`config.mk`:
```
export PLATFORM = sky130hd
export DESIGN_NAME = source_text_prefilter_core
export DESIGN_NICKNAME = d
export VERILOG_FILES = /design/src/stp_pkg.sv /design/src/stp_front.sv /design/src/stp_queue.sv /design/src/stp_back.sv /design/src/source_text_prefilter_core.sv
export SDC_FILE = /design/constraint.sdc
export NUM_CORES = 1
export LEC_CHECK = 0
export BUFFER_PORTS_ARGS = -buffer_cell sky130_fd_sc_hd__buf_2
export CAP_MARGIN = 10
export CORE_ASPECT_RATIO = 0.5
export CORE_MARGIN = 1.5
export CORE_UTILIZATION = 50
export CTS_CLUSTER_SIZE = 30
export DETAILED_ROUTE_END_ITERATION = 10
export GPL_TIMING_DRIVEN = 0
export HOLD_SLACK_MARGIN = 0.08
export PLACE_DENSITY = 0.66
export SETUP_SLACK_MARGIN = 0.2
export SLEW_MARGIN = 10
export SYNTH_ARGS = -nofsm -noshare
export SYNTH_HDL_FRONTEND = slang
export SYNTH_SLANG_ARGS = --single-unit
```
`constraint.sdc`:
```
create_clock -name clock -period 6.7 [get_ports clock]
set_input_delay 0.335 -clock clock [delete_from_list [all_inputs] [get_ports clock]]
set_output_delay 0.335 -clock clock [all_outputs]
set_load 0.05 [all_outputs]
```
`src/stp_pkg.sv`:
```
// ----------------------------------------------------------------------------
// stp_pkg: shared types and constants of the source text prefilter
// Defines the operations passed from the line-join front end to the comment
// and whitespace back end, the result record and the register codes.
// ----------------------------------------------------------------------------
package stp_pkg;

   localparam int FRONT_OPS   = 5;
   localparam int FRONT_CNT_W = $clog2(FRONT_OPS + 1);
   localparam int BACK_RES    = 4;
   localparam int BACK_AW     = $clog2(BACK_RES);
   localparam int BACK_CNT_W  = $clog2(BACK_RES + 1);
   localparam int QUEUE_DEPTH = 4;
   localparam int QUEUE_AW    = $clog2(QUEUE_DEPTH);
   localparam int QUEUE_CW    = $clog2(QUEUE_DEPTH + 1);

   localparam logic [3:0] MAX_JOINS_RESET  = 4'd3;
   localparam logic [7:0] END_MARKER_RESET = 8'd35;
   localparam logic [4:0] JOIN_SAT         = 5'd31;

   localparam logic [7:0] CH_HT    = 8'h09;
   localparam logic [7:0] CH_LF    = 8'h0A;
   localparam logic [7:0] CH_CR    = 8'h0D;
   localparam logic [7:0] CH_SPACE = 8'h20;
   localparam logic [7:0] CH_STAR  = 8'h2A;
   localparam logic [7:0] CH_SLASH = 8'h2F;
   localparam logic [7:0] CH_BSL   = 8'h5C;

   localparam logic [1:0] KIND_CHAR         = 2'd0;
   localparam logic [1:0] KIND_JOIN_ERR     = 2'd1;
   localparam logic [1:0] KIND_OPEN_COMMENT = 2'd2;

   localparam logic CSR_MAX_JOINS  = 1'b0;
   localparam logic CSR_END_MARKER = 1'b1;

   typedef enum logic [1:0] {
      OP_CHAR,
      OP_JOIN_ERR,
      OP_EOF
   } stp_opcode_type;

   typedef struct packed {
      stp_opcode_type code;
      logic [7:0]     data;
   } stp_op_type;

   typedef struct packed {
      logic [7:0] data;
      logic [1:0] kind;
      logic       last;
   } stp_rsp_type;

endpackage

```
`src/stp_front.sv`:
```
// ----------------------------------------------------------------------------
// stp_front: line-join front end
// Accepts raw bytes, joins continued lines, counts joins and turns each byte
// into a short list of operations that is handed on one per cycle while the queue is not full.
// ----------------------------------------------------------------------------
module stp_front (
   input  logic                clock,
   input  logic                reset,
   input  logic                req_valid,
   output logic                req_stall,
   input  logic [7:0]          req_in_byte,
   input  logic                req_in_last,
   input  logic [3:0]          max_joins,
   output logic                q_push,
   output stp_pkg::stp_op_type q_data,
   input  logic                q_full
);
   import stp_pkg::*;

   logic                   held_bs_ff, held_bs_in;
   logic                   held_cr_ff, held_cr_in;
   logic                   line_open_ff, line_open_in;
   logic [4:0]             join_ff, join_in;
   logic                   failed_ff, failed_in;
   stp_op_type             ops_ff [FRONT_OPS];
   stp_op_type             ops_in [FRONT_OPS];
   logic [FRONT_CNT_W-1:0] cnt_ff, cnt_in;
   logic [FRONT_CNT_W-1:0] n;
   logic                   accept;
   logic                   fail_now;

   assign q_push    = (cnt_ff != '0) && !q_full;
   assign q_data    = ops_ff[0];
   assign req_stall = !((cnt_ff == '0) || ((cnt_ff == FRONT_CNT_W'(1)) && q_push));
   assign accept    = req_valid && !req_stall;

   always_comb begin
      held_bs_in   = held_bs_ff;
      held_cr_in   = held_cr_ff;
      line_open_in = line_open_ff;
      join_in      = join_ff;
      failed_in    = failed_ff;
      cnt_in       = cnt_ff;
      ops_in       = ops_ff;
      n            = '0;
      fail_now     = 1'b0;
      if (q_push) begin
         for (int i = 0; i < FRONT_OPS - 1; i++) begin
            ops_in[i] = ops_ff[i + 1];
         end
         cnt_in = cnt_ff - FRONT_CNT_W'(1);
      end
      if (accept) begin
         if (!failed_ff) begin
            if (req_in_byte == CH_LF) begin
               if (held_bs_in) begin
                  if (join_in != JOIN_SAT) begin
                     join_in = join_in + 5'd1;
                  end
                  if (join_in > {1'b0, max_joins}) begin
                     ops_in[n] = '{OP_JOIN_ERR, 8'd0};
                     n = n + FRONT_CNT_W'(1);
                     fail_now = 1'b1;
                  end
               end else begin
                  ops_in[n] = '{OP_CHAR, CH_LF};
                  n = n + FRONT_CNT_W'(1);
                  join_in = '0;
               end
               held_bs_in   = 1'b0;
               held_cr_in   = 1'b0;
               line_open_in = 1'b0;
            end else begin
               line_open_in = 1'b1;
               if ((req_in_byte != CH_CR) || held_cr_in) begin
                  if (held_bs_in) begin
                     ops_in[n] = '{OP_CHAR, CH_BSL};
                     n = n + FRONT_CNT_W'(1);
                  end
                  if (held_cr_in) begin
                     ops_in[n] = '{OP_CHAR, CH_CR};
                     n = n + FRONT_CNT_W'(1);
                  end
                  held_bs_in = 1'b0;
                  held_cr_in = 1'b0;
               end
               if (req_in_byte == CH_CR) begin
                  held_cr_in = 1'b1;
               end else if (req_in_byte == CH_BSL) begin
                  held_bs_in = 1'b1;
               end else begin
                  ops_in[n] = '{OP_CHAR, req_in_byte};
                  n = n + FRONT_CNT_W'(1);
               end
            end
            if (req_in_last && !fail_now) begin
               if (line_open_in) begin
                  if (held_bs_in) begin
                     if (join_in != JOIN_SAT) begin
                        join_in = join_in + 5'd1;
                     end
                     if (join_in > {1'b0, max_joins}) begin
                        ops_in[n] = '{OP_JOIN_ERR, 8'd0};
                        n = n + FRONT_CNT_W'(1);
                        fail_now = 1'b1;
                     end
                  end else begin
                     ops_in[n] = '{OP_CHAR, CH_LF};
                     n = n + FRONT_CNT_W'(1);
                  end
               end
               if (!fail_now) begin
                  ops_in[n] = '{OP_EOF, 8'd0};
                  n = n + FRONT_CNT_W'(1);
               end
            end
         end
         cnt_in = n;
         if (req_in_last) begin
            held_bs_in   = 1'b0;
            held_cr_in   = 1'b0;
            line_open_in = 1'b0;
            join_in      = '0;
            failed_in    = 1'b0;
         end else if (fail_now) begin
            failed_in = 1'b1;
         end
      end
   end

   always_ff @(posedge clock) begin
      if (reset) begin
         held_bs_ff   <= 1'b0;
         held_cr_ff   <= 1'b0;
         line_open_ff <= 1'b0;
         join_ff      <= '0;
         failed_ff    <= 1'b0;
         cnt_ff       <= '0;
      end else begin
         held_bs_ff   <= held_bs_in;
         held_cr_ff   <= held_cr_in;
         line_open_ff <= line_open_in;
         join_ff      <= join_in;
         failed_ff    <= failed_in;
         cnt_ff       <= cnt_in;
      end
   end

   always_ff @(posedge clock) begin
      ops_ff <= ops_in;
   end

   // A request taken after a failure yields no operations.
   assert property (@(posedge clock) disable iff (reset)
      (accept && failed_ff) |=> (cnt_ff == '0))
      else $error("operations produced for a request after a failure");

endmodule

```
`src/stp_queue.sv`:
```
// ----------------------------------------------------------------------------
// stp_queue: operation queue
// Short first-in first-out buffer that decouples the front end from the back
// end so that either side can stall on its own.
// ----------------------------------------------------------------------------
module stp_queue (
   input  logic                clock,
   input  logic                reset,
   input  logic                push,
   input  stp_pkg::stp_op_type push_data,
   output logic                full,
   input  logic                pop,
   output stp_pkg::stp_op_type pop_data,
   output logic                empty
);
   import stp_pkg::*;

   stp_op_type            mem_ff [QUEUE_DEPTH];
   logic [QUEUE_AW-1:0]   wr_ptr_ff, wr_ptr_in;
   logic [QUEUE_AW-1:0]   rd_ptr_ff, rd_ptr_in;
   logic [QUEUE_CW-1:0]   count_ff, count_in;

   assign full     = (count_ff == QUEUE_CW'(QUEUE_DEPTH));
   assign empty    = (count_ff == '0);
   assign pop_data = mem_ff[rd_ptr_ff];

   always_comb begin
      wr_ptr_in = push ? wr_ptr_ff + QUEUE_AW'(1) : wr_ptr_ff;
      rd_ptr_in = pop ? rd_ptr_ff + QUEUE_AW'(1) : rd_ptr_ff;
      count_in  = count_ff;
      if (push && !pop) begin
         count_in = count_ff + QUEUE_CW'(1);
      end else if (pop && !push) begin
         count_in = count_ff - QUEUE_CW'(1);
      end
   end

   always_ff @(posedge clock) begin
      if (reset) begin
         wr_ptr_ff <= '0;
         rd_ptr_ff <= '0;
         count_ff  <= '0;
      end else begin
         wr_ptr_ff <= wr_ptr_in;
         rd_ptr_ff <= rd_ptr_in;
         count_ff  <= count_in;
      end
   end

   always_ff @(posedge clock) begin
      if (push) begin
         mem_ff[wr_ptr_ff] <= push_data;
      end
   end

   assert property (@(posedge clock) disable iff (reset) push |-> !full)
      else $error("push into a full queue");
   assert property (@(posedge clock) disable iff (reset) pop |-> !empty)
      else $error("pop from an empty queue");

endmodule

```
`src/stp_back.sv`:
```
// ----------------------------------------------------------------------------
// stp_back: comment and whitespace back end
// Replaces comments by one space, collapses whitespace, holds back a trailing
// end marker and closes each file with the marker or an error result.
// ----------------------------------------------------------------------------
module stp_back (
   input  logic                clock,
   input  logic                reset,
   input  logic [7:0]          end_marker,
   input  logic                q_empty,
   input  stp_pkg::stp_op_type q_data,
   output logic                q_pop,
   output logic                rsp_valid,
   input  logic                rsp_stall,
   output logic [7:0]          rsp_out_byte,
   output logic [1:0]          rsp_kind,
   output logic                rsp_out_last
);
   import stp_pkg::*;

   function automatic logic is_ws(input logic [7:0] c);
      return (c == CH_SPACE) || ((c >= CH_HT) && (c <= CH_CR));
   endfunction

   logic                  in_comment_ff, in_comment_in;
   logic                  held_ps_ff, held_ps_in;
   logic                  space_ff, space_in;
   logic                  any_ff, any_in;
   logic                  marker_ff, marker_in;
   stp_rsp_type           res_ff [BACK_RES];
   stp_rsp_type           res_in [BACK_RES];
   logic [BACK_CNT_W-1:0] cnt_ff, cnt_in;
   logic [BACK_CNT_W-1:0] n;
   logic                  s_val [2];
   logic [7:0]            s_chr [2];
   logic                  rsp_take;

   assign rsp_valid    = (cnt_ff != '0);
   assign rsp_out_byte = res_ff[0].data;
   assign rsp_kind     = res_ff[0].kind;
   assign rsp_out_last = res_ff[0].last;
   assign rsp_take     = rsp_valid && !rsp_stall;
   assign q_pop        = !q_empty
                         && ((cnt_ff == '0) || ((cnt_ff == BACK_CNT_W'(1)) && rsp_take));

   always_comb begin
      in_comment_in = in_comment_ff;
      held_ps_in    = held_ps_ff;
      space_in      = space_ff;
      any_in        = any_ff;
      marker_in     = marker_ff;
      res_in        = res_ff;
      cnt_in        = cnt_ff;
      n             = '0;
      for (int k = 0; k < 2; k++) begin
         s_val[k] = 1'b0;
         s_chr[k] = CH_SPACE;
      end
      if (rsp_take) begin
         for (int i = 0; i < BACK_RES - 1; i++) begin
            res_in[i] = res_ff[i + 1];
         end
         cnt_in = cnt_ff - BACK_CNT_W'(1);
      end
      if (q_pop) begin
         case (q_data.code)
            OP_CHAR: begin
               if (in_comment_ff) begin
                  if (held_ps_ff && (q_data.data == CH_SLASH)) begin
                     held_ps_in    = 1'b0;
                     in_comment_in = 1'b0;
                  end else begin
                     held_ps_in = (q_data.data == CH_STAR);
                  end
               end else if (held_ps_ff && (q_data.data == CH_STAR)) begin
                  held_ps_in    = 1'b0;
                  in_comment_in = 1'b1;
                  s_val[0]      = 1'b1;
                  s_chr[0]      = CH_SPACE;
               end else begin
                  s_val[0]   = held_ps_ff;
                  s_chr[0]   = CH_SLASH;
                  held_ps_in = (q_data.data == CH_SLASH);
                  s_val[1]   = (q_data.data != CH_SLASH);
                  s_chr[1]   = q_data.data;
               end
            end
            OP_EOF: begin
               s_val[0] = held_ps_ff && !in_comment_ff;
               s_chr[0] = CH_SLASH;
            end
            default: begin
            end
         endcase
         for (int k = 0; k < 2; k++) begin
            if (s_val[k]) begin
               if (is_ws(s_chr[k])) begin
                  if (any_in) begin
                     space_in = 1'b1;
                  end
               end else begin
                  if (marker_in) begin
                     res_in[n[BACK_AW-1:0]] = '{end_marker, KIND_CHAR, 1'b0};
                     n = n + BACK_CNT_W'(1);
                     marker_in = 1'b0;
                  end
                  if (space_in) begin
                     res_in[n[BACK_AW-1:0]] = '{CH_SPACE, KIND_CHAR, 1'b0};
                     n = n + BACK_CNT_W'(1);
                     space_in = 1'b0;
                  end
                  if (s_chr[k] == end_marker) begin
                     marker_in = 1'b1;
                  end else begin
                     res_in[n[BACK_AW-1:0]] = '{s_chr[k], KIND_CHAR, 1'b0};
                     n = n + BACK_CNT_W'(1);
                  end
                  any_in = 1'b1;
               end
            end
         end
         case (q_data.code)
            OP_EOF: begin
               if (in_comment_ff) begin
                  res_in[n[BACK_AW-1:0]] = '{8'd0, KIND_OPEN_COMMENT, 1'b1};
               end else begin
                  res_in[n[BACK_AW-1:0]] = '{end_marker, KIND_CHAR, 1'b1};
               end
               n = n + BACK_CNT_W'(1);
            end
            OP_JOIN_ERR: begin
               res_in[n[BACK_AW-1:0]] = '{8'd0, KIND_JOIN_ERR, 1'b1};
               n = n + BACK_CNT_W'(1);
            end
            default: begin
            end
         endcase
         if (q_data.code != OP_CHAR) begin
            in_comment_in = 1'b0;
            held_ps_in    = 1'b0;
            space_in      = 1'b0;
            any_in        = 1'b0;
            marker_in     = 1'b0;
         end
         cnt_in = n;
      end
   end

   always_ff @(posedge clock) begin
      if (reset) begin
         in_comment_ff <= 1'b0;
         held_ps_ff    <= 1'b0;
         space_ff      <= 1'b0;
         any_ff        <= 1'b0;
         marker_ff     <= 1'b0;
         cnt_ff        <= '0;
      end else begin
         in_comment_ff <= in_comment_in;
         held_ps_ff    <= held_ps_in;
         space_ff      <= space_in;
         any_ff        <= any_in;
         marker_ff     <= marker_in;
         cnt_ff        <= cnt_in;
      end
   end

   always_ff @(posedge clock) begin
      res_ff <= res_in;
   end

   // Every error result closes its file.
   assert property (@(posedge clock) disable iff (reset)
      (rsp_valid && (rsp_kind != KIND_CHAR)) |-> rsp_out_last)
      else $error("error result without end of file");

   // Closing an operation clears all per-file state.
   assert property (@(posedge clock) disable iff (reset)
      (q_pop && (q_data.code != OP_CHAR)) |=> (!in_comment_ff && !marker_ff && !any_ff))
      else $error("per-file state survives end of file");

endmodule

```
`src/source_text_prefilter_core.sv`:
```
// ----------------------------------------------------------------------------
// source_text_prefilter_core: streaming source text cleaner
// Joins continued lines, replaces comments by one space, collapses whitespace
// and closes each file with an end marker or an error result.
//
//   Port group | Direction | Contents
//   req_       | in        | in_byte, in_last; valid/stall
//   rsp_       | out       | out_byte, kind, out_last; valid/stall
//   csr_       | in        | wr_en, index, wr_data (max_joins, end_marker)
//
// The front end takes a request and hands on one operation per cycle while
// the queue is not full; a request yields up to five operations. The back
// end turns each operation into up to four results and delivers one result
// per cycle while rsp_stall is low. A four-entry queue parts the front and
// back ends. Reset is synchronous and restores the registers to 3 and 35.
// ----------------------------------------------------------------------------
module source_text_prefilter_core (
   input  logic       clock,
   input  logic       reset,
   input  logic       req_valid,
   output logic       req_stall,
   input  logic [7:0] req_in_byte,
   input  logic       req_in_last,
   output logic       rsp_valid,
   input  logic       rsp_stall,
   output logic [7:0] rsp_out_byte,
   output logic [1:0] rsp_kind,
   output logic       rsp_out_last,
   input  logic       csr_wr_en,
   input  logic       csr_index,
   input  logic [7:0] csr_wr_data
);
   import stp_pkg::*;

   logic [3:0] max_joins_ff;
   logic [7:0] end_marker_ff;
   logic       q_push;
   logic       q_pop;
   logic       q_full;
   logic       q_empty;
   stp_op_type q_in_data;
   stp_op_type q_out_data;

   always_ff @(posedge clock) begin
      if (reset) begin
         max_joins_ff  <= MAX_JOINS_RESET;
         end_marker_ff <= END_MARKER_RESET;
      end else if (csr_wr_en) begin
         case (csr_index)
            CSR_MAX_JOINS:  max_joins_ff  <= csr_wr_data[3:0];
            CSR_END_MARKER: end_marker_ff <= csr_wr_data;
            default: begin
            end
         endcase
      end
   end

   stp_front u_front (
      .clock       (clock),
      .reset       (reset),
      .req_valid   (req_valid),
      .req_stall   (req_stall),
      .req_in_byte (req_in_byte),
      .req_in_last (req_in_last),
      .max_joins   (max_joins_ff),
      .q_push      (q_push),
      .q_data      (q_in_data),
      .q_full      (q_full)
   );

   stp_queue u_queue (
      .clock     (clock),
      .reset     (reset),
      .push      (q_push),
      .push_data (q_in_data),
      .full      (q_full),
      .pop       (q_pop),
      .pop_data  (q_out_data),
      .empty     (q_empty)
   );

   stp_back u_back (
      .clock        (clock),
      .reset        (reset),
      .end_marker   (end_marker_ff),
      .q_empty      (q_empty),
      .q_data       (q_out_data),
      .q_pop        (q_pop),
      .rsp_valid    (rsp_valid),
      .rsp_stall    (rsp_stall),
      .rsp_out_byte (rsp_out_byte),
      .rsp_kind     (rsp_kind),
      .rsp_out_last (rsp_out_last)
   );

endmodule

```
==> impl_metrics.toml, run 1 <==
[cts]
numCtsBuffers = 17
clock_sinks = 174
cts_tree = "done"
clock_latency_ps = 470
clk_path_buf_depth = 2
cts-root-buf = "clkbuf_16"
clk_pin_slew_ps = 80
cts.htree.levels = 4

[run]
drv_cap = 0

[placement]
dpl.hpwl_mm = 27.8
gp_congestion = 0.998
dp.cells = 1662
placed_cell_area_um2 = 12000
port_buffers = 34

[routing]
avgViaCountPerCell = 6.38
wl_met2_mm = 16.6
top_layer = "met4"
drt-total-wl_mm = 37.3
drcViolationCount = 0
routed-wl-met3_mm = 2.67
ant_nets = 0
met1_length_mm = 16.8
dr.pass1.iters = 6
dr_total_vias = 10800
drt_iter0_markers = 1091
avgRoutedWirePerCell_um = 22.0

[floorplan]
dieHeight_um = 110
top_level_ports = 36
core_area_um2 = 22100
dieArea_um2 = 23800
die_width_um = 217
start_util = 0.518
rows = 38

[setup_path]
critPathRequiredTime_ps = 7060
cp_data_arrival_time_ps = 6530
worstReg2RegEnd = "u_back.res_ff[16]"
crit_slowest_cell = "mux4_2"
critical_path_class = "reg -> reg"
endpoint = "u_back.res_ff[16]"
r2r_cells = 28
crit_top_cell = "ha_1"
cp-end-kind = "flop"
critPathMaxFanout = 10
regToRegSetupSlack_ps = 530
slowest_delay_ps = 550
start_kind = "flop"

[synthesis]
yosysWarnings = 0
synth_area_um2 = 11400
synthCells = 1328
synth_most_common_cell = "nand2_1"
ys.flop_type = "dfxtp_1"
netlist.area_leader.share = 0.198
syn_avg_cell_area_um2 = 8.61
ys_types = 86
yosysTopAreaCell = "dfxtp_1"
synth_edf_count = 61
ys_async_sr_fraction = 0
yosysSeqAreaShare = 0.358
synthTopCellsByCount = "nand2_1 (128), nor2_1 (119), dfxtp_1 (113)"
syn-num-nets = 1397
ys_seq_elements = 174
yosys-top-cells-area = "dfxtp_1 (20%), edfxtp_1 (16%), mux2i_1 (6.0%), ha_1 (4.9%), a21oi_1 (4.4%)"

[grt]
grt_pass1_wl_mm = 56.7
grt-ovfl-total = 0
grt_pass1_vias = 9868
antenna_found_initial = 0
grt_max_degree = 21
track_usage = 0.315

[sta]
hold_viol = 0
setup_violations = 0
tightest_slew_ps = 1240
min_period_over_period = 0.921
min_period_ps = 6170
relSlewSlack = 0.176
finClkSkew_ps = 12.0
maxSlewViolCount = 0
whs_ps = 106
rsz0062_at_grt = "no"
tns_ps = 0
fmax_mhz = 162

[power_and_ir_drop]
power_density_nw_per_um2 = 496
irDropWorstVdd_mv = 0.263
finalPower_uw = 6290
power.leakage_uw = 0.00477

[min_path]
hold_class = "in -> reg"

[cells_and_area]
nNetsFinal = 1453
drive_gt1_frac = 0.114
diodes = 0
stdcell_area_um2 = 12700
area_growth_pct = 11.1
fillerInstances = 2067
final_cell_count_no_fill = 1697

[run_status]
outcome = "complete, no violations"
==> report_power, final <==
part | internal, uW | switching, uW | leakage [uW]
combinational | 1220 | 2290 | 0.00298
clock | 501 | 507 | 0.000285
sequential | 1550 | 220 | 0.00150
total | 3270 | 3020 | 0.00477
==> routing by layer <==
metal | GRT usage | up-vias
li1 | - | 5051
met3 | 0.0636 | 80
met5 | 0 | -
met4 | 0.125 | 0
met2 | 0.503 | 464
met1 | 0.422 | 5239
==> cell usage in the layout, fill, tap and decap left out, types with 16 or more instances in the layout <==
cell type	netlist	routed
clkbuf_16	0	17
mux2_2	24	24
inv_1	54	54
clkbuf_1	66	65
a22oi_1	19	19
nand2_1	128	128
nand3_1	34	33
o22ai_1	46	46
mux2i_1	68	68
a211oi_1	21	21
nor3_1	22	20
a21oi_1	101	97
buf_2	4	38
o21ai_0	64	61
nor2b_1	22	22
edfxtp_1	61	61
nor2_1	119	118
and2_1	24	24
dfxtp_1	113	113
xnor2_1	16	16
a31oi_1	24	22
ha_1	45	44
==> critical path, delay by kind of cell, from the launching register on <==
family / cells / cell delay (ps)
buffers and inverters: 6 / 970
adders and majority gates: 5 / 1450
DFF: 1 / 310
and+or+nand+nor: 6 / 870
AOI/OAI and AO/OA: 8 / 1410
muxes: 3 / 1040
==> sequential cells by signal (all words and copies together), names as in the netlist, named ones only <==
name / flops
u_queue.mem_ff: 40
u_back.res_ff: 33
u_front.ops_ff: 30
u_front.q_data: 10
end_marker_ff: 8
u_back.rsp_out_byte: 8
u_front.join_ff: 5
max_joins_ff: 4
u_back.cnt_ff: 3
u_front.cnt_ff: 3
u_queue.count_ff: 3
u_back.rsp_kind: 2
u_queue.rd_ptr_ff: 2
u_queue.wr_ptr_ff: 2
u_back.any_ff: 1
u_back.held_ps_ff: 1
u_back.in_comment_ff: 1
u_back.marker_ff: 1
u_back.rsp_out_last: 1
u_back.space_ff: 1
u_front.failed_ff: 1
u_front.held_bs_ff: 1
u_front.held_cr_ff: 1
==> per-stage QoR <==
stage | worst slack (ps) | utilization
2_1_floorplan | 1320 | -
3_3_place_gp | -537 | 0.543
3_5_place_dp | -585 | 0.543
4_1_cts | 301 | 0.573
5_1_grt | 222 | 0.576
6_report | 528 | 0.576
==> repair_timing <==
action,4_1_cts,5_1_grt
pin swaps,0,1
hold buffers,1,0
hold endpoints to repair,1,0
gates resized for setup,14,14
buffers inserted,0,1
endpoints found under the setup margin,57,77
==> worst min path at each step <==
stage | from | endpoint | cells past startpoint
finish | csr_wr_data[6] | end_marker_ff[6] | 3
global route | csr_wr_data[1] | end_marker_ff[1] | 3
CTS | csr_wr_data[6] | end_marker_ff[6] | 3
detailed placement | u_front.q_data[3] | u_queue.mem_ff[3][3] | 0
global placement | u_front.q_data[5] | u_queue.mem_ff[2][5] | 0
floorplan | req_in_byte[4] | u_front.ops_ff[34] | 1
==> area by class of cell <==
type | count | area (um2) | area share
multi-input combinational | 1010 | 6850 | 0.539
sequential | 174 | 4090 | 0.322
clock buffer | 18 | 429 | 0.0338
buffer | 89 | 390 | 0.0307
tap | 300 | 375 | 0.0296
inverter | 55 | 206 | 0.0163
timing repair buffer | 37 | 195 | 0.0154
clock inverter | 14 | 159 | 0.0125
==> kinds of logic after synthesis <==
| logic type | count (synthesis) | synth area share |
|---|---|---|
| AOI/OAI and AO/OA | 405 | 0.233 |
| buffers and inverters | 144 | 0.0520 |
| adders and majority gates | 46 | 0.0510 |
| xor gates and xnor gates | 21 | 0.0161 |
| muxes | 104 | 0.105 |
| DFF | 174 | 0.358 |
| and+or+nand+nor | 434 | 0.184 |
Power figures use the tool's default switching activity.
==> run 2, diff against run 1 <==
--- a/config.mk
+++ b/config.mk
@@ -6,15 +6,15 @@
 export NUM_CORES = 1
 export LEC_CHECK = 0
 export BUFFER_PORTS_ARGS = -buffer_cell sky130_fd_sc_hd__buf_2
-export CAP_MARGIN = 10
+export CAP_MARGIN = 30
 export CORE_ASPECT_RATIO = 0.5
 export CORE_MARGIN = 1.5
-export CORE_UTILIZATION = 50
+export CORE_UTILIZATION = 30
 export CTS_CLUSTER_SIZE = 30
 export DETAILED_ROUTE_END_ITERATION = 10
 export GPL_TIMING_DRIVEN = 0
 export HOLD_SLACK_MARGIN = 0.08
-export PLACE_DENSITY = 0.66
+export MAX_ROUTING_LAYER = met4
 export SETUP_SLACK_MARGIN = 0.2
 export SLEW_MARGIN = 10
 export SYNTH_ARGS = -nofsm -noshare
==> impl_metrics.toml, run 2 (same netlist as run 1, synthesis figures left out) <==
[run_status]
outcome = "complete, no violations"

[cells_and_area]
final_core_util = 0.346
diodes = 0
fillerInstances = 3873
nNetsFinal = 1458
largest_reg_flops = 40
top_regs = "u_queue.mem_ff: 40 flops, u_back.res_ff: 33 flops, u_front.ops_ff: 30 flops"
stdcell_area_um2 = 12900
area_growth_pct = 13.3
regMostFlops = "u_queue.mem_ff"
final_common_cell = "nand2_1"
layout_common_cells = "nand2_1 (128), nor2_1 (117), dfxtp_1 (113)"
drive_gt1_frac = 0.118

[routing]
avgViaCountPerCell = 5.62
dr.pass1.iters = 6
drt-total-wl_mm = 37.8
drcViolationCount = 0
ant_nets = 0
dr_total_vias = 10700
drt_iter0_markers = 1101
avgRoutedWirePerCell_um = 20.0

[power_and_ir_drop]
finalPower_uw = 6290
p_switching_uw = 3020
pwr-share-clk = 0.155
irDropWorstVdd_mv = 0.215
power.leakage_uw = 0.00478
intPower_uw = 3270
sw_frac_of_total = 0.479
p_comb_frac = 0.563
power_density_nw_per_um2 = 486
seq_power_share = 0.282

[floorplan]
dieArea_um2 = 39400
top_level_ports = 36
rows = 50
dieHeight_um = 141
die_width_um = 279
core_area_um2 = 37500
start_util = 0.305

[sta]
rsz0062_at_grt = "no"
finClkSkew_ps = 13.5
hold_viol = 0
fmax_mhz = 161
min_period_ps = 6210
tightest_slew_ps = 933
maxSlewViolCount = 0
min_period_over_period = 0.927
relSlewSlack = 0.378
setup_violations = 0
whs_ps = 96.6
finalWorstSetupSlack_ps = 490

[placement]
placed_cell_area_um2 = 12300
dp_slack_ps = -427
dpl.hpwl_mm = 28.3
gp_congestion = 0.990
port_buffers = 34

[grt]
grt_pass1_wl_mm = 58.7
grt-ovfl-total = 0
grt_max_degree = 19
antenna_found_initial = 0
grt_pass1_vias = 9948
track_usage = 0.199

[min_path]
hold_class = "in -> reg"

[setup_path]
critPathRequiredTime_ps = 7030
start_kind = "flop"
cp_data_arrival_time_ps = 6540
crit_slowest_cell = "a21boi_2"
slowest_delay_ps = 540
cp-end-kind = "flop"
crit_top_cell = "ha_1"
critical_path_class = "reg -> reg"
critPathMaxFanout = 10

[cts]
clock_latency_ps = 460
clk_pin_slew_ps = 70
hold_buffers = 0
numCtsBuffers = 17
clk_path_buf_depth = 2
clock_sinks = 174
cts-root-buf = "clkbuf_16"
cts.htree.levels = 4
cts_tree = "done"

[run]
drv_cap = 0
[run 2: cell count changes in the layout (fill, tap and decap cells not counted), sizes merged]
cell | previous run | this run
dlygate4sd3 | 1 | 0
clkinvlp | 1 | 2
inv | 63 | 61
buf | 59 | 65
clkinv | 5 | 6
[run 2: final timing paths]
kind / from / endpoint / slack [ps] / depth (start not counted)
worst max-delay path: flop / u_back.res_ff[26] / 490 / 28
worst min-delay path: csr_wr_data[5] / end_marker_ff[5] / 100 / 3
worst max register to register: flop / u_back.res_ff[26] / 490 / 28
worst min register to register: max_joins_ff[2] / max_joins_ff[2] / 510 / 2
[run 2: critical path, delay by kind of cell, from the launching register on]
family          cells  cell delay [ps]
mux                 2              570
compound gates      6             1660
fa+ha+maj           4             1040
simple gates        8              940
flops               1              300
buf+inv             8             1550
[run 2: final cells by class]
| cell class | count | area (um2) | share of cell area |
|---|---|---|---|
| well taps | 494 | 618 | 0.0477 |
| repair buffers | 42 | 233 | 0.0180 |
| flip-flops and latches | 174 | 4090 | 0.316 |
| clock buffers | 18 | 429 | 0.0331 |
| plain buffers | 89 | 392 | 0.0302 |
| inverters | 55 | 206 | 0.0159 |
| multi-input cells | 1010 | 6850 | 0.529 |
| clock inverters | 14 | 130 | 0.0101 |
[run 2: layer usage]
metal	up-vias	track usage	part of all wire
met3	91	0.0370	0.074
li1	5039	-	-
met5	-	-	0
met4	0	0.0701	0.036
met1	5110	0.252	0.44
met2	423	0.317	0.45
[run 2: stage by stage]
step / TNS [ps] / cells
floorplan: 0 / 1328
global placement: -14750 / 1856
detailed placement: -10490 / 1861
CTS: 0 / 1893
global route: 0 / 1896
finish: 0 / 1896
[run 2: timing repair]
item,4_1_cts,5_1_grt
setup endpoints to repair,50,85
resized for setup,9,21
pin swaps,0,1
buffers inserted,0,3
[run 2: power by group through the flow]
stage	Sequential [uW]	Clock, uW	Combinational, uW
after floorplan	1710	0	2490
after global placement	1780	0	3390
after detailed placement	1790	0	3420
after CTS	1770	988	3440
after global routing	1810	1040	3820
final	1770	975	3540
